===== src/sv/zolh_pkg.sv =====
// Shared types, codes and defaults for the z-ordered layer hit table.
package zolh_pkg;

   // Default sizes of the table and the edge format.
   localparam int MAX_LAYERS_DEF     = 16;
   localparam int EDGE_FRAC_BITS_DEF = 4;
   localparam int EDGE_W             = 20;
   localparam int POINT_W            = 16;

   // Operation codes of an input word.
   localparam logic [1:0] OP_APPEND = 2'd0;
   localparam logic [1:0] OP_HIT    = 2'd1;
   localparam logic [1:0] OP_FRONT  = 2'd2;
   localparam logic [1:0] OP_REMOVE = 2'd3;

   // Status codes of a result word.
   localparam logic [1:0] ST_OK        = 2'd0;
   localparam logic [1:0] ST_BAD_INDEX = 2'd1;
   localparam logic [1:0] ST_FULL      = 2'd2;

   // One rectangle as held in the table.
   typedef struct packed {
      logic signed [EDGE_W-1:0] left;
      logic signed [EDGE_W-1:0] top;
      logic signed [EDGE_W-1:0] right;
      logic signed [EDGE_W-1:0] bottom;
   } rect_type;

   // Fields of one result word.
   typedef struct packed {
      logic [1:0] status;
      logic       hit_found;
      logic [3:0] hit_index;
      logic       active_valid;
      logic [3:0] active_layer;
      logic [4:0] layer_count;
   } rsp_type;

endpackage


===== src/sv/z_ordered_layer_hit_table.sv =====
// Top level of the z-ordered layer hit table.
//
//   channel   direction  handshake             payload
//   req_      in         req_valid/req_stall   op, index, point, rectangle edges
//   rsp_      out        rsp_valid/rsp_stall   status, hit, active layer, count
//
// Append and any bad index pass from the execute state straight to the finish state.
// Hit test scans the layers from the top down until a hit or the bottom.
// Bring to front and remove shift every entry above the index down by one place.
// Scans and shifts go through the store's single read port, one entry per cycle.
// Reset is synchronous and empties the table; no clearing pass is needed.
// A held result does not block the next word, which then waits until it is taken.
module z_ordered_layer_hit_table import zolh_pkg::*; #(
   parameter int MAX_LAYERS     = MAX_LAYERS_DEF,
   parameter int EDGE_FRAC_BITS = EDGE_FRAC_BITS_DEF
) (
   input  logic                      clock,
   input  logic                      reset,
   input  logic                      req_valid,
   output logic                      req_stall,
   input  logic [1:0]                req_op,
   input  logic [3:0]                req_index,
   input  logic signed [POINT_W-1:0] req_point_x,
   input  logic signed [POINT_W-1:0] req_point_y,
   input  logic signed [EDGE_W-1:0]  req_edge_left,
   input  logic signed [EDGE_W-1:0]  req_edge_top,
   input  logic signed [EDGE_W-1:0]  req_edge_right,
   input  logic signed [EDGE_W-1:0]  req_edge_bottom,
   output logic                      rsp_valid,
   input  logic                      rsp_stall,
   output logic [1:0]                rsp_status,
   output logic                      rsp_hit_found,
   output logic [3:0]                rsp_hit_index,
   output logic                      rsp_active_valid,
   output logic [3:0]                rsp_active_layer,
   output logic [4:0]                rsp_layer_count
);

   localparam int AW = $clog2(MAX_LAYERS);
   localparam int CW = $clog2(MAX_LAYERS + 1);
   localparam int PW = POINT_W + EDGE_FRAC_BITS;

   logic                 idle, done, accept, out_free, contains;
   logic [1:0]           op_ff;
   logic [3:0]           index_ff;
   logic signed [PW-1:0] px_ff, py_ff;
   rect_type             rect_ff, rd_data, wr_data;
   logic [AW-1:0]        rd_addr, wr_addr;
   logic                 wr_en;
   rsp_type              result, rsp_ff;
   logic                 rsp_valid_ff;

   assign req_stall = !idle;
   assign accept    = req_valid && !req_stall;
   assign out_free  = !rsp_valid_ff || !rsp_stall;

   // Capture of the accepted word; the point is scaled to the edge format here.
   always_ff @(posedge clock) begin
      if (accept) begin
         op_ff          <= req_op;
         index_ff       <= req_index;
         px_ff          <= PW'(req_point_x) <<< EDGE_FRAC_BITS;
         py_ff          <= PW'(req_point_y) <<< EDGE_FRAC_BITS;
         rect_ff.left   <= req_edge_left;
         rect_ff.top    <= req_edge_top;
         rect_ff.right  <= req_edge_right;
         rect_ff.bottom <= req_edge_bottom;
      end
   end

   zolh_mem #(
      .DEPTH (MAX_LAYERS),
      .AW    (AW)
   ) u_mem (
      .clock   (clock),
      .wr_en   (wr_en),
      .wr_addr (wr_addr),
      .wr_data (wr_data),
      .rd_addr (rd_addr),
      .rd_data (rd_data)
   );

   zolh_hit #(
      .EDGE_FRAC_BITS (EDGE_FRAC_BITS)
   ) u_hit (
      .px       (px_ff),
      .py       (py_ff),
      .rect     (rd_data),
      .contains (contains)
   );

   zolh_ctrl #(
      .MAX_LAYERS (MAX_LAYERS),
      .AW         (AW),
      .CW         (CW)
   ) u_ctrl (
      .clock    (clock),
      .reset    (reset),
      .start    (accept),
      .out_free (out_free),
      .op       (op_ff),
      .index    (index_ff),
      .rect     (rect_ff),
      .rd_data  (rd_data),
      .contains (contains),
      .idle     (idle),
      .done     (done),
      .result   (result),
      .rd_addr  (rd_addr),
      .wr_en    (wr_en),
      .wr_addr  (wr_addr),
      .wr_data  (wr_data)
   );

   // Output register: holds one result word until it is taken.
   always_ff @(posedge clock) begin
      if (reset) begin
         rsp_valid_ff <= 1'b0;
      end else if (done) begin
         rsp_valid_ff <= 1'b1;
      end else if (!rsp_stall) begin
         rsp_valid_ff <= 1'b0;
      end
      if (done) begin
         rsp_ff <= result;
      end
   end

   assign rsp_valid        = rsp_valid_ff;
   assign rsp_status       = rsp_ff.status;
   assign rsp_hit_found    = rsp_ff.hit_found;
   assign rsp_hit_index    = rsp_ff.hit_index;
   assign rsp_active_valid = rsp_ff.active_valid;
   assign rsp_active_layer = rsp_ff.active_layer;
   assign rsp_layer_count  = rsp_ff.layer_count;

endmodule


===== src/sv/zolh_mem.sv =====
// Rectangle store: one write port, one read port with registered read data.
module zolh_mem import zolh_pkg::*; #(
   parameter int DEPTH = MAX_LAYERS_DEF,
   parameter int AW    = $clog2(MAX_LAYERS_DEF)
) (
   input  logic          clock,
   input  logic          wr_en,
   input  logic [AW-1:0] wr_addr,
   input  rect_type      wr_data,
   input  logic [AW-1:0] rd_addr,
   output rect_type      rd_data
);

   rect_type mem_ff [DEPTH];
   rect_type rd_data_ff;

   // Write port.
   always_ff @(posedge clock) begin
      if (wr_en) begin
         mem_ff[wr_addr] <= wr_data;
      end
   end

   // Read port, with registered read data.
   always_ff @(posedge clock) begin
      rd_data_ff <= mem_ff[rd_addr];
   end

   assign rd_data = rd_data_ff;

endmodule


===== src/sv/zolh_hit.sv =====
// Closed-rectangle containment test of a scaled point against one stored entry.
module zolh_hit import zolh_pkg::*; #(
   parameter int EDGE_FRAC_BITS = EDGE_FRAC_BITS_DEF
) (
   input  logic signed [POINT_W+EDGE_FRAC_BITS-1:0] px,
   input  logic signed [POINT_W+EDGE_FRAC_BITS-1:0] py,
   input  rect_type                                 rect,
   output logic                                     contains
);

   localparam int PW  = POINT_W + EDGE_FRAC_BITS;
   localparam int CPW = (PW > EDGE_W) ? PW : EDGE_W;

   logic signed [CPW-1:0] x_c, y_c, l_c, t_c, r_c, b_c;

   // Bring everything to a common signed width, then compare every edge.
   always_comb begin
      x_c      = CPW'(px);
      y_c      = CPW'(py);
      l_c      = CPW'(rect.left);
      t_c      = CPW'(rect.top);
      r_c      = CPW'(rect.right);
      b_c      = CPW'(rect.bottom);
      contains = (x_c >= l_c) && (x_c <= r_c) && (y_c >= t_c) && (y_c <= b_c);
   end

endmodule


===== src/sv/zolh_ctrl.sv =====
// Sequencer: decodes a word, scans or shifts the rectangle store, keeps the counters.
module zolh_ctrl import zolh_pkg::*; #(
   parameter int MAX_LAYERS = MAX_LAYERS_DEF,
   parameter int AW         = $clog2(MAX_LAYERS_DEF),
   parameter int CW         = $clog2(MAX_LAYERS_DEF + 1)
) (
   input  logic          clock,
   input  logic          reset,
   input  logic          start,
   input  logic          out_free,
   input  logic [1:0]    op,
   input  logic [3:0]    index,
   input  rect_type      rect,
   input  rect_type      rd_data,
   input  logic          contains,
   output logic          idle,
   output logic          done,
   output rsp_type       result,
   output logic [AW-1:0] rd_addr,
   output logic          wr_en,
   output logic [AW-1:0] wr_addr,
   output rect_type      wr_data
);

   localparam int XW = CW + 4;

   typedef enum logic [2:0] {
      S_IDLE, S_EXEC, S_SCAN, S_MOVE, S_PLACE, S_FIN
   } state_type;

   state_type        state_ff, state_in;
   logic [CW-1:0]    count_ff, count_in;
   logic             act_ff, act_in;
   logic [AW-1:0]    pos_ff, pos_in;
   logic [1:0]       status_ff, status_in;
   logic             found_ff, found_in;
   logic [AW-1:0]    hit_ff, hit_in;
   logic [CW-1:0]    ptr_ff, ptr_in;
   logic [CW-1:0]    left_ff, left_in;
   logic             iss_ff, iss_in;
   logic [AW-1:0]    iss_addr_ff, iss_addr_in;
   rect_type         saved_ff, saved_in;

   logic [XW-1:0]    idx_x, cnt_x, hit_x, pos_x;
   logic [AW-1:0]    idx_a;
   logic             issue;

   // Widened views for range checks and for the fixed-width result fields.
   always_comb begin
      idx_x = XW'(index);
      cnt_x = XW'(count_ff);
      hit_x = XW'(hit_ff);
      pos_x = XW'(pos_ff);
      idx_a = idx_x[AW-1:0];
   end

   // Next-state logic. The store is never read in the cycle that writes the same
   // entry: shifting reads two entries above the one it writes, the final placement
   // comes after the last read.
   always_comb begin
      state_in    = state_ff;
      count_in    = count_ff;
      act_in      = act_ff;
      pos_in      = pos_ff;
      status_in   = status_ff;
      found_in    = found_ff;
      hit_in      = hit_ff;
      ptr_in      = ptr_ff;
      left_in     = left_ff;
      iss_in      = 1'b0;
      iss_addr_in = ptr_ff[AW-1:0];
      saved_in    = saved_ff;
      rd_addr     = ptr_ff[AW-1:0];
      wr_en       = 1'b0;
      wr_addr     = iss_addr_ff - 1'b1;
      wr_data     = rd_data;
      issue       = 1'b0;

      case (state_ff)
         S_IDLE: begin
            if (start) begin
               state_in = S_EXEC;
            end
         end

         S_EXEC: begin
            status_in = ST_OK;
            found_in  = 1'b0;
            hit_in    = '0;
            case (op)
               OP_APPEND: begin
                  if (count_ff == CW'(MAX_LAYERS)) begin
                     status_in = ST_FULL;
                  end else begin
                     wr_en    = 1'b1;
                     wr_addr  = count_ff[AW-1:0];
                     wr_data  = rect;
                     count_in = count_ff + 1'b1;
                  end
                  state_in = S_FIN;
               end
               OP_HIT: begin
                  ptr_in   = count_ff - 1'b1;
                  left_in  = count_ff;
                  state_in = S_SCAN;
               end
               default: begin
                  if (idx_x >= cnt_x) begin
                     status_in = ST_BAD_INDEX;
                     state_in  = S_FIN;
                  end else begin
                     ptr_in   = (op == OP_FRONT) ? idx_x[CW-1:0] : idx_x[CW-1:0] + 1'b1;
                     state_in = S_MOVE;
                  end
               end
            endcase
         end

         // Top-down scan: one read issued per cycle, compared in the next cycle.
         S_SCAN: begin
            if (iss_ff && contains) begin
               found_in = 1'b1;
               hit_in   = iss_addr_ff;
               state_in = S_FIN;
            end else if (left_ff == '0) begin
               state_in = S_FIN;
            end else begin
               issue       = 1'b1;
               iss_in      = 1'b1;
               iss_addr_in = ptr_ff[AW-1:0];
               ptr_in      = ptr_ff - 1'b1;
               left_in     = left_ff - 1'b1;
            end
         end

         // Shift entries above the index down by one place; bring to front first saves the indexed entry.
         S_MOVE: begin
            issue = (ptr_ff < count_ff);
            if (issue) begin
               iss_in      = 1'b1;
               iss_addr_in = ptr_ff[AW-1:0];
               ptr_in      = ptr_ff + 1'b1;
            end
            if (iss_ff) begin
               if ((op == OP_FRONT) && (iss_addr_ff == idx_a)) begin
                  saved_in = rd_data;
               end else begin
                  wr_en = 1'b1;
               end
            end
            if (!issue && !iss_ff) begin
               if (op == OP_FRONT) begin
                  state_in = S_PLACE;
               end else begin
                  count_in = count_ff - 1'b1;
                  state_in = S_FIN;
                  if ((count_ff == CW'(1)) || (act_ff && (pos_ff == idx_a))) begin
                     act_in = 1'b0;
                     pos_in = '0;
                  end else if (act_ff && (pos_ff > idx_a)) begin
                     pos_in = pos_ff - 1'b1;
                  end
               end
            end
         end

         // The brought-forward entry goes on top and becomes active.
         S_PLACE: begin
            wr_en    = 1'b1;
            wr_addr  = count_ff[AW-1:0] - 1'b1;
            wr_data  = saved_ff;
            act_in   = 1'b1;
            pos_in   = count_ff[AW-1:0] - 1'b1;
            state_in = S_FIN;
         end

         S_FIN: begin
            if (out_free) begin
               state_in = S_IDLE;
            end
         end

         default: begin
            state_in = S_IDLE;
         end
      endcase
   end

   // State and registered outputs.
   always_ff @(posedge clock) begin
      if (reset) begin
         state_ff  <= S_IDLE;
         count_ff  <= '0;
         act_ff    <= 1'b0;
         pos_ff    <= '0;
         iss_ff    <= 1'b0;
         status_ff <= ST_OK;
         found_ff  <= 1'b0;
         hit_ff    <= '0;
      end else begin
         state_ff  <= state_in;
         count_ff  <= count_in;
         act_ff    <= act_in;
         pos_ff    <= pos_in;
         iss_ff    <= iss_in;
         status_ff <= status_in;
         found_ff  <= found_in;
         hit_ff    <= hit_in;
      end
      ptr_ff      <= ptr_in;
      left_ff     <= left_in;
      iss_addr_ff <= iss_addr_in;
      saved_ff    <= saved_in;
   end

   // Result word from the held state.
   always_comb begin
      idle                = (state_ff == S_IDLE);
      done                = (state_ff == S_FIN) && out_free;
      result.status       = status_ff;
      result.hit_found    = found_ff;
      result.hit_index    = hit_x[3:0];
      result.active_valid = act_ff;
      result.active_layer = act_ff ? pos_x[3:0] : 4'd0;
      result.layer_count  = cnt_x[4:0];
   end

endmodule


===== config.mk =====
export PLATFORM = sky130hd
export DESIGN_NAME = z_ordered_layer_hit_table
export DESIGN_NICKNAME = d
export VERILOG_FILES = /design/src/sv/zolh_pkg.sv /design/src/sv/z_ordered_layer_hit_table.sv /design/src/sv/zolh_mem.sv /design/src/sv/zolh_hit.sv /design/src/sv/zolh_ctrl.sv
export SDC_FILE = /design/constraint.sdc
export NUM_CORES = 1
export LEC_CHECK = 0
export BUFFER_PORTS_ARGS = -buffer_cell sky130_fd_sc_hd__buf_2
export CAP_MARGIN = 20
export CELL_PAD_IN_SITES_DETAIL_PLACEMENT = 1
export CELL_PAD_IN_SITES_GLOBAL_PLACEMENT = 2
export CORE_MARGIN = 2
export CORE_UTILIZATION = 49
export DETAILED_ROUTE_END_ITERATION = 10
export PLACE_DENSITY_LB_ADDON = 0.1
export SETUP_SLACK_MARGIN = 0.1
export SLEW_MARGIN = 10
export SYNTH_ARGS = -nofsm -noshare
export SYNTH_HDL_FRONTEND = slang
export SYNTH_HIERARCHICAL = 1
export SYNTH_SLANG_ARGS = --single-unit

===== constraint.sdc =====
create_clock -name clock -period 9.5 [get_ports clock]
set_clock_uncertainty 0.2 [all_clocks]
set_input_delay 1.9 -clock clock [delete_from_list [all_inputs] [get_ports clock]]
set_output_delay 1.9 -clock clock [all_outputs]
set_load 0.005 [all_outputs]

Word level (Yosys, flattened, before mapping)
Memories as Yosys holds them, arrays and structs flattened. A register that Yosys moved wholly into a read port is not among the register bits.
Cells that the tools add are included.

word-level totals
  logic and storage cells = 167
  memories kept = 1
  flip-flop bits (word level) = 251
  output and inout port bits = 19
  RAM bits = 1,280

memory list
  memory        words  bits a word  rd ports  clocked after memory_dff  write ports  line            RTL
  u_mem.mem_ff  16     80           1         1                         1            zolh_mem.sv:14  rect_type mem_ff [DEPTH];

operators by class
  reductions and logical operators = 32
  eq/ne operators = 28
  order comparisons = 7
  multiplexer cells = 60
  add/subtract/negate cells = 9

operators by type and width
  kind                                                                     count
  80-bit two-way mux                                                       2
  80-bit case mux with 2 select lines                                      1
  5-bit two-way mux                                                        12
  20-bit >= comparator                                                     2
  20-bit less-or-equal comparator                                          2
  5-bit case mux with 2 select lines                                       3
  4-bit two-way mux                                                        7
  4-bit case mux with 2 select lines                                       3
  3-bit two-way mux                                                        6
  2-bit by 1-bit inequality test with 1-bit output, second input constant  9
  3-bit case mux with 6 select lines                                       1
  1-bit two-way mux                                                        17
  4-bit AND reduction                                                      4
  5-bit case mux with 3 select lines                                       1
  5-bit by 1-bit subtractor with 5-bit output, second input constant       3
  4-bit by 1-bit subtractor with 4-bit output, second input constant       3
  5-bit by 1-bit adder with 5-bit output, second input constant            2
  1-bit logical AND                                                        10
  2-bit inequality test, second input constant                             5
  4-bit equality test                                                      2
  3-bit by 2-bit equality test with 1-bit output, second input constant    2
  3-bit equality test, second input constant                               2
  3-bit by 1-bit inequality test with 1-bit output, second input constant  2
  1-bit case mux with 2 select lines                                       3
  other kinds (25)                                                         32

Logic depth before layout (Yosys ltp)
Gate-level depths: netlist of run 1.

  depth after elaboration = 7
  depth in mapped cells = 13
  gate-level depth less buffers = 13

By module
The synthesis of run 1 kept the hierarchy.

by module, submodules not included
  module                     cells each  area each (µm²)  seq. area each (µm²)  instances
  zolh_mem                   2,054       49,422.4         40,038.4              1
  zolh_ctrl                  686         6,448.7          3,203.1               1
  z_ordered_layer_hit_table  142         4,100.2          4,073.9               1
  zolh_hit                   288         2,099.5          0.0                   1

Worst setup path before layout of run 1
No wires, ideal clock.

  path kind = register to register
  start point = register u_ctrl.count_ff[0]
  end point = memory u_mem/mem_ff[0][0] in the netlist's numbering, enable pin
  buffers on the path = 2
  setup time = 616 ps
  required time = 8,684 ps
  arrival = 7,862 ps
  clock period less this slack = 8,678 ps
  stages on the path, launching flop included = 11
  path slack = 822 ps
  cells stage by stage = dfxtp_1 -> clkbuf_1 -> inv_1 -> ha_1 -> and3_1 -> nor4_4 -> nor2_1 -> clkbuf_1 -> a221o_1 -> or3b_2 -> nor3_1

on the way
  elaborated cells on any way between the ends = 10

RTL lines
  item                                    line                             RTL
  start: declaration                      zolh_ctrl.sv:32                  logic [CW-1:0] count_ff, count_in;
  start signal: assignment                zolh_ctrl.sv:202                 count_ff <= count_in;
  5-bit equality test                     zolh_ctrl.sv:92                  if (count_ff == CW'(MAX_LAYERS)) begin
  4-bit two-way mux                       zolh_ctrl.sv:92
  4-bit two-way mux                       zolh_ctrl.sv:90                  case (op)
  4-bit case mux with 2 select lines (*)  zolh_ctrl.sv:79                  case (state_ff)
  via wr_addr[3]                          z_ordered_layer_hit_table.sv:48  logic [AW-1:0] rd_addr, wr_addr;
  end: declaration                        zolh_mem.sv:14

Mark *: on every way through the listed nets, which the timed path passes. The rest lies on a longest branch.

Worst setup path after layout of run 1
  start point = register u_ctrl.state_ff[0]
  end point = memory u_mem/mem_ff[9][34] in the netlist's numbering, enable pin

on the way
  elaborated cells on any way between the ends = 7

RTL lines
  item                                                                                          line                             RTL
  start: declaration                                                                            zolh_ctrl.sv:31                  state_type state_ff, state_in;
  start signal: assignment                                                                      zolh_ctrl.sv:201                 state_ff <= state_in;
  3-bit equality test / 3-bit by 1-bit equality test with 1-bit output (equally long branches)  zolh_ctrl.sv:79
  4-bit case mux with 2 select lines (*)                                                        zolh_ctrl.sv:79
  via wr_addr[2]                                                                                z_ordered_layer_hit_table.sv:48

Marks and branches as above.

==> run summary, run 1 <==
Outcome -> finished, final reports clean
# clock sinks -> 1611
Routed wire length -> 162000 µm
Starting density of the core -> 49.4%
DRT iter0 DRCs -> 2971
Mapped Avg Cell Area -> 19.6 µm²
Slowest cell on the critical path -> buf_4
Placer Congestion -> 0.839
Detail Route Antenna Nets -> 0
Peak supply drop -> 0.249 mV
Worst EP arrival -> 6.18 ns
Most used cell, CP -> buf_4
Sequential share of the synthesized area -> 76.2%
Slew @ Worst Pin -> 1.36 ns
Commonest non-fill, non-tap cells in the layout -> edfxtp_1, mux4_2, nand2_1
Power Density -> 340 nW/µm²
Synth cell types -> 70
Largest net degree at the start of global routing -> 147
Final core utilization -> 56.0%
Worst-case clock buffer depth -> 3
Post-route DRC -> 0
Setup bufs post-CTS -> 0
HPWL after detailed placement -> 92800 µm
Final Max Tran Viols -> 0
WL/cell -> 31.2 µm
Placed Instance Area -> 64700 µm²
Die ar. -> 130000 µm²
Post-cts resize count -> 0
Die Width -> 360 µm
Die H -> 360 µm
Critical Path Source Type -> flip-flop
P_leak -> 0.0237 µW
Antenna violations before repair -> 6
F_max -> 168 MHz
Vias in the first global route -> 34000
Share of cells above drive strength 1 -> 22.6%
Global Route Usage Sum -> 25.4%
Io pins -> 141
CTS root buf -> clkbuf_16
Crit path cell chain -> inv_2 > or3_1 > nor4_4 > buf_4 > nor2_4 > buf_4 > nand2_1 > o211ai_1 > nand3b_1 > nor2_4 > buf_4 > buf_4
Total Power -> 23900 µW
Post-synth EDFFs -> 1505
Final Hold Viols -> 0
Antenna cells -> 0
Min cycle time layout -> 5.95 ns
Clk slew on worst S/H paths -> 0.06 ns
Worst EP required -> 9.72 ns
First-pass GRT wire length -> 238000 µm
Setup Crit Path Kind -> flip-flop to flip-flop
Setup TNS -> 0 ns
IO buf count -> 140
CP Max Fanout -> 38
Ys flop type -> edfxtp_1
Area of the mapped netlist -> 62100 µm²
Vias per inst -> 6.06
H-tree levels -> 4
Worst reg-to-reg setup slack -> 3.55 ns
Most common cell after layout, fill and taps aside -> edfxtp_1
CTS tree -> yes
Syn-to-layout area delta -> 13.4%
Slew margin rel. -> 9.44%
RSZ-0062 raised after global routing -> false
CTS buffer count -> 167
# nets final -> 3617
Post-Synthesis Cells -> 3170
Placeable Area -> 126000 µm²
Final setup vio count -> 0
Yosys reg bits -> 1611
Worst skew pair latency -> 0.80 ns
Final Cell Area -> 70400 µm²
Worst setup EP type -> flip-flop
Crit path largest cell delay -> 0.78 ns
Yosys warns -> 6
Crit share post-route -> 62.6%
DRT Pass-1 Iters -> 5
Min-delay worst type -> flip-flop to flip-flop
Ys async rst share -> 0%
Max_cap viols -> 0
Grt ovf -> 0
Routed via count -> 31400
Post-CTS Hold Fix Bufs -> 0
Std cell rows -> 130
[cells by family (layout without fill, tap and decap cells)]
| group | count (synthesis) | in the layout | synth area share (%) |
|---|---|---|---|
| adders and majority gates | 105 | 105 | 2.13 |
| DFF | 1611 | 1611 | 76.2 |
| xor gates and xnor gates | 19 | 19 | 0.268 |
| buffers and inverters | 269 | 617 | 1.93 |
| muxes | 325 | 325 | 11.7 |
| AOI/OAI and AO/OA | 403 | 403 | 4.64 |
| and+or+nand+nor | 437 | 437 | 3.10 |
| other | 1 | 14 | 0.00604 |
[report_power, final]
part           switching (µW)  total (µW)  internal, µW  leakage [µW]
combinational            4590        6840          2250       0.00638
clock                    2690        6660          3970       0.00275
sequential                490       10400          9930        0.0145
total                    7760       23900         16200        0.0237
[synth_stat cells, drive strengths merged (2+ instances only)]
| library cell | instances | share of area [%] |
|---|---|---|
| ha | 104 | 2.1 |
| a31o | 2 | 0.028 |
| a21o | 13 | 0.16 |
| o21ai | 31 | 0.25 |
| a2111oi | 3 | 0.093 |
| nand3 | 18 | 0.15 |
| or3 | 3 | 0.030 |
| xnor2 | 11 | 0.16 |
| a21oi | 58 | 0.47 |
| and3 | 7 | 0.071 |
| nand4 | 22 | 0.22 |
| buf | 88 | 0.84 |
| nand2 | 282 | 1.7 |
| a31oi | 5 | 0.050 |
| inv | 110 | 0.67 |
| o211a | 3 | 0.048 |
| clkbuf | 71 | 0.43 |
| xor2 | 8 | 0.11 |
| a221o | 3 | 0.048 |
| o211ai | 8 | 0.097 |
| nor3 | 17 | 0.14 |
| nor4 | 5 | 0.075 |
| a211o | 2 | 0.028 |
| a22oi | 242 | 2.9 |
| o22ai | 4 | 0.040 |
| nand3b | 4 | 0.048 |
| and4 | 2 | 0.028 |
| edfxtp | 1505 | 73 |
| dfxtp | 106 | 3.4 |
| mux2i | 5 | 0.081 |
| mux4 | 320 | 12 |
| or4 | 3 | 0.036 |
| a211oi | 10 | 0.12 |
| nand2b | 11 | 0.11 |
| o221ai | 2 | 0.028 |
| and2 | 9 | 0.091 |
| nor2 | 39 | 0.24 |
| nor2b | 10 | 0.10 |
| o31ai | 3 | 0.044 |
[layout make-up]
class                   count  area, µm²
clock buffers             254       4950
clock inverters            56        677
fillers                 11000      55300
multi-input cells        1303      13800
well taps                1650       2060
repair buffers            197       1240
inverters                 110        413
flip-flops and latches   1611      47300
[path summary, 6_finish.rpt]
kind,to,cells after the start,from
setup / recovery,u_mem/mem_ff[9][34]$_DFFE_PP_,12,u_ctrl/state_ff[0]$_SDFFE_PP0P_
hold / removal,rsp_hit_found$_DFFE_PP_,0,u_ctrl/found_ff$_SDFFE_PP0P_
setup reg to reg,u_mem/mem_ff[9][34]$_DFFE_PP_,12,u_ctrl/state_ff[0]$_SDFFE_PP0P_
hold reg to reg,rsp_hit_found$_DFFE_PP_,0,u_ctrl/found_ff$_SDFFE_PP0P_
[sequential cells by signal, summed over array words and instances, names as in the netlist, 3 cells and up]
signal,count
index_ff,4
px_ff,16
u_mem/mem_ff,1280
u_ctrl/count_ff,5
u_ctrl/hit_ff,4
u_ctrl/ptr_ff,5
u_ctrl/left_ff,5
rsp_layer_count,5
u_ctrl/state_ff,3
rsp_hit_index,4
rect_ff,80
py_ff,16
rsp_active_layer,4
u_ctrl/pos_ff,4
u_mem/rd_data,80
u_ctrl/iss_addr_ff,4
u_ctrl/saved_ff,80
[critical path: cells and delay by family (launching register included)]
kind / cells / cell delay, ns
buf+inv: 5 / 2.30
simple gates: 6 / 2.03
flops: 1 / 0.76
compound gates: 1 / 0.23
[metal layers]
layer / global-route usage [%] / wire [µm] / part of all wire, %
met5: 0 / 0 / 0
met4: 6.69 / 3550 / 2.2
met1: 35.2 / 68400 / 42
met3: 3.76 / 9070 / 5.6
met2: 42.4 / 80800 / 50
[through the flow]
stage          setup slack (ns)  std cells  hold WS (ns)
3_3_place_gp               3.56       4867         0.215
2_1_floorplan             0.822       3183         0.203
3_5_place_dp               3.44       4868         0.220
6_report                   3.55       5181         0.233
5_1_grt                    3.35       5181         0.254
4_1_cts                    3.43       5178         0.234
Power figures use the tool's default switching activity.
==> run 2: changes to the inputs <==
Clock period 9.5 ns to 5.7 ns, I/O delays scaled along.
==> run 2 against run 1 <==
Against the previous run:
- count of clock-buffer cells in the layout down 30
- worst hold slack better by 0.0059 ns
- total power up 64%
- critical path depth down 3
- cell area about the same
- critical path type unchanged
==> run summary, run 2 (synthesized netlist as in run 1, its figures left out) <==
Outcome -> finished, final reports clean
DRT Pass-1 Iters -> 5 (unchanged)
Slowest cell on the critical path -> nor2_4
P_leak -> 0.0237 µW (about the same)
Sw Share -> 32.4% (-0.075 points)
Hold slack -> 0.238 ns (+0.00585 ns)
Final setup vio count -> 0 (unchanged)
CP Max Fanout -> 62 (+63%)
H-tree levels -> 4 (unchanged)
Power Density -> 557 nW/µm² (+64%)
Slew margin rel. -> 30.1% (+21 points)
Largest net degree at the start of global routing -> 118 (-20%)
Setup bufs post-CTS -> 0 (unchanged)
Switch Pwr -> 12700 µW (+64%)
Clk slew on worst S/H paths -> 0.06 ns (about the same)
CTS buffer count -> 167 (unchanged)
Global Route Usage Sum -> 25.1% (-0.22 points)
Pint -> 26500 µW (+64%)
# nets final -> 3624 (+0.19%)
Syn-to-layout area delta -> 13.5% (about the same)
Setup Crit Path Kind -> flip-flop to flip-flop
Worst skew pair latency -> 0.78 ns (-0.02 ns)
Post-route DRC -> 0 (unchanged)
Routed wire length -> 161000 µm (-0.31%)
Min cycle time layout -> 4.80 ns (-1.15 ns)
Max_cap viols -> 0 (unchanged)
Io pins -> 141 (unchanged)
Commonest non-fill, non-tap cells in the layout -> edfxtp_1, mux4_2, nand2_1
Most flops, register -> u_mem/mem_ff
HPWL after detailed placement -> 91000 µm (-1.9%)
GR Util met3 -> 3.34% (-0.43 points)
Die ar. -> 130000 µm² (unchanged)
WL/cell -> 31.1 µm (-0.36%)
IO buf count -> 140 (unchanged)
Slew @ Worst Pin -> 1.05 ns (-0.310 ns)
DRT iter0 DRCs -> 2862 (-3.7%)
Fin cells -> 5184 (+0.058%)
Met2 Track Usage GR -> 42.9% (+0.56 points)
Post-Place Worst Slack -> 0.885 ns (-2.55 ns)
Routed via count -> 31400 (+0.11%)
Post-CTS Hold Fix Bufs -> 0 (unchanged)
CP bufs+invs -> 2 (-3)
Top delay family on crit path -> simple AND/OR/NAND/NOR gates
Largest register FFs -> 1280 (unchanged)
Vias per inst -> 6.07 (about the same)
Grt ovf -> 0 (unchanged)
Starting density of the core -> 49.4% (unchanged)
Final Hold Viols -> 0 (unchanged)
Antenna violations before repair -> 1 (-5)
Final Max Tran Viols -> 0 (unchanged)
Setup TNS -> 0 ns (unchanged)
Vias in the first global route -> 34000 (+0.021%)
First-pass GRT wire length -> 236000 µm (-0.77%)
Worst setup EP type -> flip-flop
Placer Congestion -> 0.850 (+1.4%)
Peak supply drop -> 0.357 mV (+43%)
F_max -> 208 MHz (+24%)
Crit path largest cell delay -> 0.71 ns (-0.07 ns)
Placeable Area -> 126000 µm² (unchanged)
Sequential Power Share -> 44.2% (+0.6 points)
Post-route worst setup slack -> 0.903 ns (-2.65 ns)
Most common cell after layout, fill and taps aside -> edfxtp_1
Worst EP arrival -> 5.00 ns (-1.18 ns)
Std cell rows -> 130 (unchanged)
Gr busiest metal -> met2
Detail Route Antenna Nets -> 0 (unchanged)
Crit path cell chain -> inv_1 > ha_1 > and3_1 > nor4_4 > a21oi_1 > o21ai_1 > nand2b_1 > nor2_4 > buf_12
Die H -> 360 µm (unchanged)
Worst EP required -> 5.91 ns (-3.81 ns)
Antenna cells -> 0 (unchanged)
Die Width -> 360 µm (unchanged)
CTS tree -> yes
RSZ-0062 raised after global routing -> false
Final core utilization -> 56.0% (about the same)
Placed insts -> 4877 (+0.18%)
Gate power share -> 28.8% (+0.2 points)
CTS root buf -> clkbuf_16
Post-cts resize count -> 0 (unchanged)
Critical Path Source Type -> flip-flop
Clk network pwr share -> 27.0% (-0.8 points)
# clock sinks -> 1611 (unchanged)
GR Util met1 -> 34.1% (-1.1 points)
Worst-case clock buffer depth -> 3 (unchanged)
Min-delay worst type -> flip-flop to flip-flop
Share of cells above drive strength 1 -> 22.5% (-0.10 points)
Crit share post-route -> 84.2% (+22 points)
[run 2: final cells by class]
class                      count  area (µm²)
tap                         1650        2060
timing repair buffer         204        1540
multi-input combinational   1303       13800
inverter                     110         413
clock buffer                 224        4630
fill                       10900       55300
sequential                  1611       47300
clock inverter                82         679
[run 2: stage by stage]
stage          area [µm²]  total power, µW
6_report            70400            39200
3_3_place_gp        65100            28400
3_5_place_dp        65100            28900
4_1_cts             70400            39600
5_1_grt             70400            40900
2_1_floorplan       62100            24700
[run 2: layer usage]
layer	vias up	share of wire, %	wire length, µm
met5	-	0.0081	13
met4	2	2.4	3840
met3	218	4.7	7620
met2	963	51	82100
met1	16900	42	67700
li1	13300	-	-
[run 2: final timing paths]
kind                                                      start                       endpoint  slack (ns)  depth (start not counted)
worst max-delay path            u_ctrl/count_ff[0]$_SDFFE_PP0P_  u_mem/mem_ff[6][29]$_DFFE_PP_        0.90                          9
worst min-delay path              u_ctrl/hit_ff[0]$_SDFFE_PP0P_     rsp_hit_index[0]$_DFFE_PP_        0.24                          0
worst max register to register  u_ctrl/count_ff[0]$_SDFFE_PP0P_  u_mem/mem_ff[6][29]$_DFFE_PP_        0.90                          9
worst min register to register    u_ctrl/hit_ff[0]$_SDFFE_PP0P_     rsp_hit_index[0]$_DFFE_PP_        0.24                          0
[run 2: power groups by stage]
stage | Clock [µW] | Combinational, µW | Sequential [µW]
floorplan | 0 | 7530 | 17200
global placement | 0 | 10900 | 17500
detailed placement | 0 | 11300 | 17600
CTS | 10800 | 11400 | 17400
global route | 11200 | 12200 | 17500
finish | 10600 | 11300 | 17300
